$ cat src/sv/assert_macros.svh
// Concurrent assertion helpers for the region histogram block.
`ifndef ASSERT_MACROS_SVH
`define ASSERT_MACROS_SVH
`ifndef NO_ASSERTIONS
`define RHMM_ASSERT(lbl, clk, rstn, prop, msg) \
  lbl: assert property (@(posedge clk) disable iff (!rstn) prop) else $error(msg);
`define RHMM_ASSERT_NR(lbl, clk, prop, msg) \
  lbl: assert property (@(posedge clk) prop) else $error(msg);
`else
`define RHMM_ASSERT(lbl, clk, rstn, prop, msg)
`define RHMM_ASSERT_NR(lbl, clk, prop, msg)
`endif
`endif

$ cat src/sv/rhmm_ram.sv
`default_nettype none

module rhmm_ram #(
  parameter int unsigned WIDTH = 8,
  parameter int unsigned DEPTH = 256
) (
  input  wire logic                     clk_i,
  input  wire logic                     we_i,
  input  wire logic [$clog2(DEPTH)-1:0] waddr_i,
  input  wire logic [WIDTH-1:0]         wdata_i,
  input  wire logic [$clog2(DEPTH)-1:0] raddr_i,
  output logic      [WIDTH-1:0]         rdata_o
);

  logic [WIDTH-1:0] mem_q [DEPTH];

  always_ff @(posedge clk_i) begin
    if (we_i) begin
      mem_q[waddr_i] <= wdata_i;
    end
    rdata_o <= mem_q[raddr_i];
  end

endmodule

`default_nettype wire

$ cat config.mk
export PLATFORM = sky130hd
export DESIGN_NAME = rhmm_ram
export DESIGN_NICKNAME = d
export VERILOG_FILES = /design/src/sv/assert_macros.svh /design/src/sv/rhmm_ram.sv
export SDC_FILE = /design/constraint.sdc
export NUM_CORES = 2
export LEC_CHECK = 0
export ABC_AREA = 1
export BUFFER_PORTS_ARGS = -buffer_cell sky130_fd_sc_hd__buf_2
export CAP_MARGIN = 25
export CELL_PAD_IN_SITES_DETAIL_PLACEMENT = 1
export CELL_PAD_IN_SITES_GLOBAL_PLACEMENT = 2
export CORE_MARGIN = 1
export CORE_UTILIZATION = 48
export DETAILED_ROUTE_END_ITERATION = 8
export PLACE_DENSITY_LB_ADDON = 0.1
export REMOVE_ABC_BUFFERS = 1
export SLEW_MARGIN = 30
export SYNTH_ARGS = -nofsm -noshare
export SYNTH_HDL_FRONTEND = slang
export SYNTH_SLANG_ARGS = --single-unit
$ cat constraint.sdc
create_clock -name clk_i -period 3.3 [get_ports clk_i]
set_clock_uncertainty 0.2 [all_clocks]
set_input_delay 0.165 -clock clk_i [delete_from_list [all_inputs] [get_ports clk_i]]
set_output_delay 0.165 -clock clk_i [all_outputs]
set_load 0.005 [all_outputs]
==> flow_summary.toml <==
[run_status]
status = "complete, no violations"

[floorplanning]
floorplan.die.width_um = 419
core_area_sq_mm = 0.172
fp.dieArea_sq_mm = 0.175
initial_utilization_pct = 48.5
boundaryPins = 34
core.rowCount = 152
chipHeight_um = 419

[synthesis]
post_synth_instance_area_sq_mm = 0.0834
combinational_family_with_the_most_area_after_synthesis = "simple AND/OR/NAND/NOR gates"
yosys_warnings = 0
synth.avg_cell_area_sq_um = 11.9
synth_top_area_cell = "edfxtp_1"
synth_xor_area_share_pct = 0
synth.yosys.seq_area_share_pct = 73.9
yosys.area_share.simple_pct = 22.9
ys_seq_elements = 2056
post_synthesis_mux_area_share_pct = 0
synthAdderAreaFrac_pct = 0
synth_top_cells_by_area = "edfxtp_1, nand3_1, nand2_1"
post-synth-top-area-fraction_pct = 73.7
synth_compound_gate_area_share_pct = 0
count_of_unique_library_cells_instantiated_by_yosys = 14
post_synth_inst_count = 7003

[timing]
rsz_0062_raised_after_global_routing = "no"
fin_ws_ps = 231
worst_slew_pin_slew_ps = 1100
final_min_period_over_clock_period_pct = 93.0
timing.final.crit_period_ps = 3070
timing.hold.ws_ps = 66.1
fin_setup_tns_ps = 0
slew-limit-headroom_pct = 26.6
slew_violations = 0
final_hold_viol_count = 0
setup_violations_final = 0
fmaxAchievable_mhz = 326

[worst_setup_path]
critPathLaunchType = "input port"
worst_path_largest_cell_delay_ps = 710
setup_crit_end_kind = "register"
worst-setup-path-type = "input port to register"
cp.buffers_inverters = 6
worst_path_dominant_cell_family = "buffers and inverters"
worst_ep_arrival_time_ps = 3340
cpMaxStageDelayCell = "nor2_1"
timing.rr.end = "rdata_o[5]"
required_ps = 3570
critical_path.startpoint = "waddr_i[5]"
crit_path_cell_trace = "dlygate4sd3_1 > buf_2 > inv_1 > nor2_1 > dlygate4sd3_1 > nand2_1 > dlygate4sd3_1 > buf_4 > nor2_1"
regToRegStartpoint = "mem_q[207][5]"
critical_path_peak_fanout = 15
crit_path_frequent_cell = "dlygate4sd3_1"
ff2ff_path_depth = 11
r2r_slack_ps = 560

[global_routing]
first_global_vias = 58239
grt_antenna_before_repair = 7
grt_usage_pct = 30.4
wire_length_of_the_first_global_routing_pass_um = 391000
pin_count_of_the_biggest_net_entering_global_routing = 140
grt.overflow.total = 0

[min_path]
worst_hold_path_type = "input port to register"
holdPathStages = 6
worstHoldStart = "waddr_i[0]"
hold-path-endpoint = "mem_q[160][0]"

[drt]
route.final.wire_length_um = 265000
drtPass1Iterations = 5
routedWlPerCell_um = 27.3
drt_iter0_drc = 5601
mean_number_of_vias_per_cell = 5.85
drc_errors = 0
drtAntennaViolNets = 0
vias = 56795

[place]
placement.io_buffers = 33
detailedPlacementHpwl_um = 160000
dpl_worst_slack_ps = 194
final_gp_congestion = 0.842
dpl.cell_count = 9289
post_dp_cell_area_sq_mm = 0.0883

[clock_network]
postCtsHoldBufs = 24
cts.sink_count = 2056
cts-htree-levels = 4
cts_tree = "yes"
numCtsBuffers = 214
clkSlewWorstSetupHoldPaths_ps = 60
post_cts_resize_count = 0
clockBufferDepth = 3
cts-root-buf = "clkbuf_16"
count_of_buffers_added_by_post_cts_timing_repair_for_setup = 0
worst_skew_pair.late_latency_ps = 860

[power]
power.static_leakage_nw = 33.7
p_per_area_mw_per_mm2 = 589
ir_worst_vdd_mv = 0.590
design_power_total_mw = 56.2

[final_layout]
drive_gt1_share_pct = 10.4
stdcell_area_sq_mm = 0.0954
filler_cell_count = 17390
flow.area_growth_from_synthesis_pct = 14.3
seqCellArea_sq_mm = 0.0617
final_cell_count_no_fill = 9709
area_of_combinational_cells_with_multiple_inputs_sq_mm = 0.0192
nets = 7245
finalCoreUtilization_pct = 55.4

[job]
max-cap-violations = 0
worst max-delay path by stage:
stage	endpoint	slack [ps]	depth (start not counted)
final	mem_q[111][6]	230	9
after global routing	mem_q[111][1]	160	9
after CTS	mem_q[97][1]	360	9
after detailed placement	rdata_o[6]	190	14
after global placement	rdata_o[6]	210	14
after floorplan	rdata_o[7]	-2710	11
cells by family after synthesis:
logic type	count (synthesis)
and+or+nand+nor	4425
buffers and inverters	522
DFF	2056
worst reg2reg max path, stage by stage, from the launching register on:
cell	delay (ps)
edfxtp_1	360
nand2_1	70
nand3_1	90
nand3_1	150
nand3_1	150
nand3_1	300
nand3_1	310
nand3_1	250
nand2_1	80
nand2_1	50
dlygate4sd3_1	550
nand2_1	50
placed cells by master, fill, tap and decap left out, drive strengths merged:
cell type and n:
dfxtp 8, clkinv 81, diode 3, bufinv 16, nand2 2123, dlygate4sd3 24
clkbuf 285, inv 46, nor2 283, nand3 2019, buf 459, edfxtp 2048
clkinvlp 4
per-layer routing:
layer / GRT usage [%] / part of all wire [%]
met5: 0 / 0
met2: 49.1 / 48
met1: 43.1 / 44
met3: 3.87 / 5.9
met4: 9.12 / 2.8
cell type report:
type                            instances  share of cell area (%)
Inverter                               39                   0.189
Clock inverter                        108                    1.01
Tap cell                             2310                    3.03
Multi-Input combinational cell       4425                    20.1
Sequential cell                      2056                    64.7
Clock buffer                          285                    6.12
Antenna cell                            3                 0.00787
Timing Repair Buffer                  483                    4.89
registers in the layout, summed over array words and instances, names as in the netlist:
name     cells
mem_q     2048
rdata_o      8
cell usage after synthesis:
cell type     n
nand2_1    2123
edfxtp_1   2048
nand3_1    2019
nor2_1      283
buf_2       268
clkbuf_1    112
buf_4        46
buf_1        40
inv_1        36
buf_6        16
dfxtp_1       8
inv_2         2
buf_8         1
inv_4         1
power by group:
| part | internal, mW | leakage (nW) | switching (mW) | total, mW |
|---|---|---|---|---|
| clock | 13.6 | 3.33 | 10.1 | 23.7 |
| sequential | 28.8 | 18.5 | 0.0325 | 28.8 |
| combinational | 0.920 | 11.9 | 2.72 | 3.64 |
Note: power is estimated with default switching activity, not from simulation.
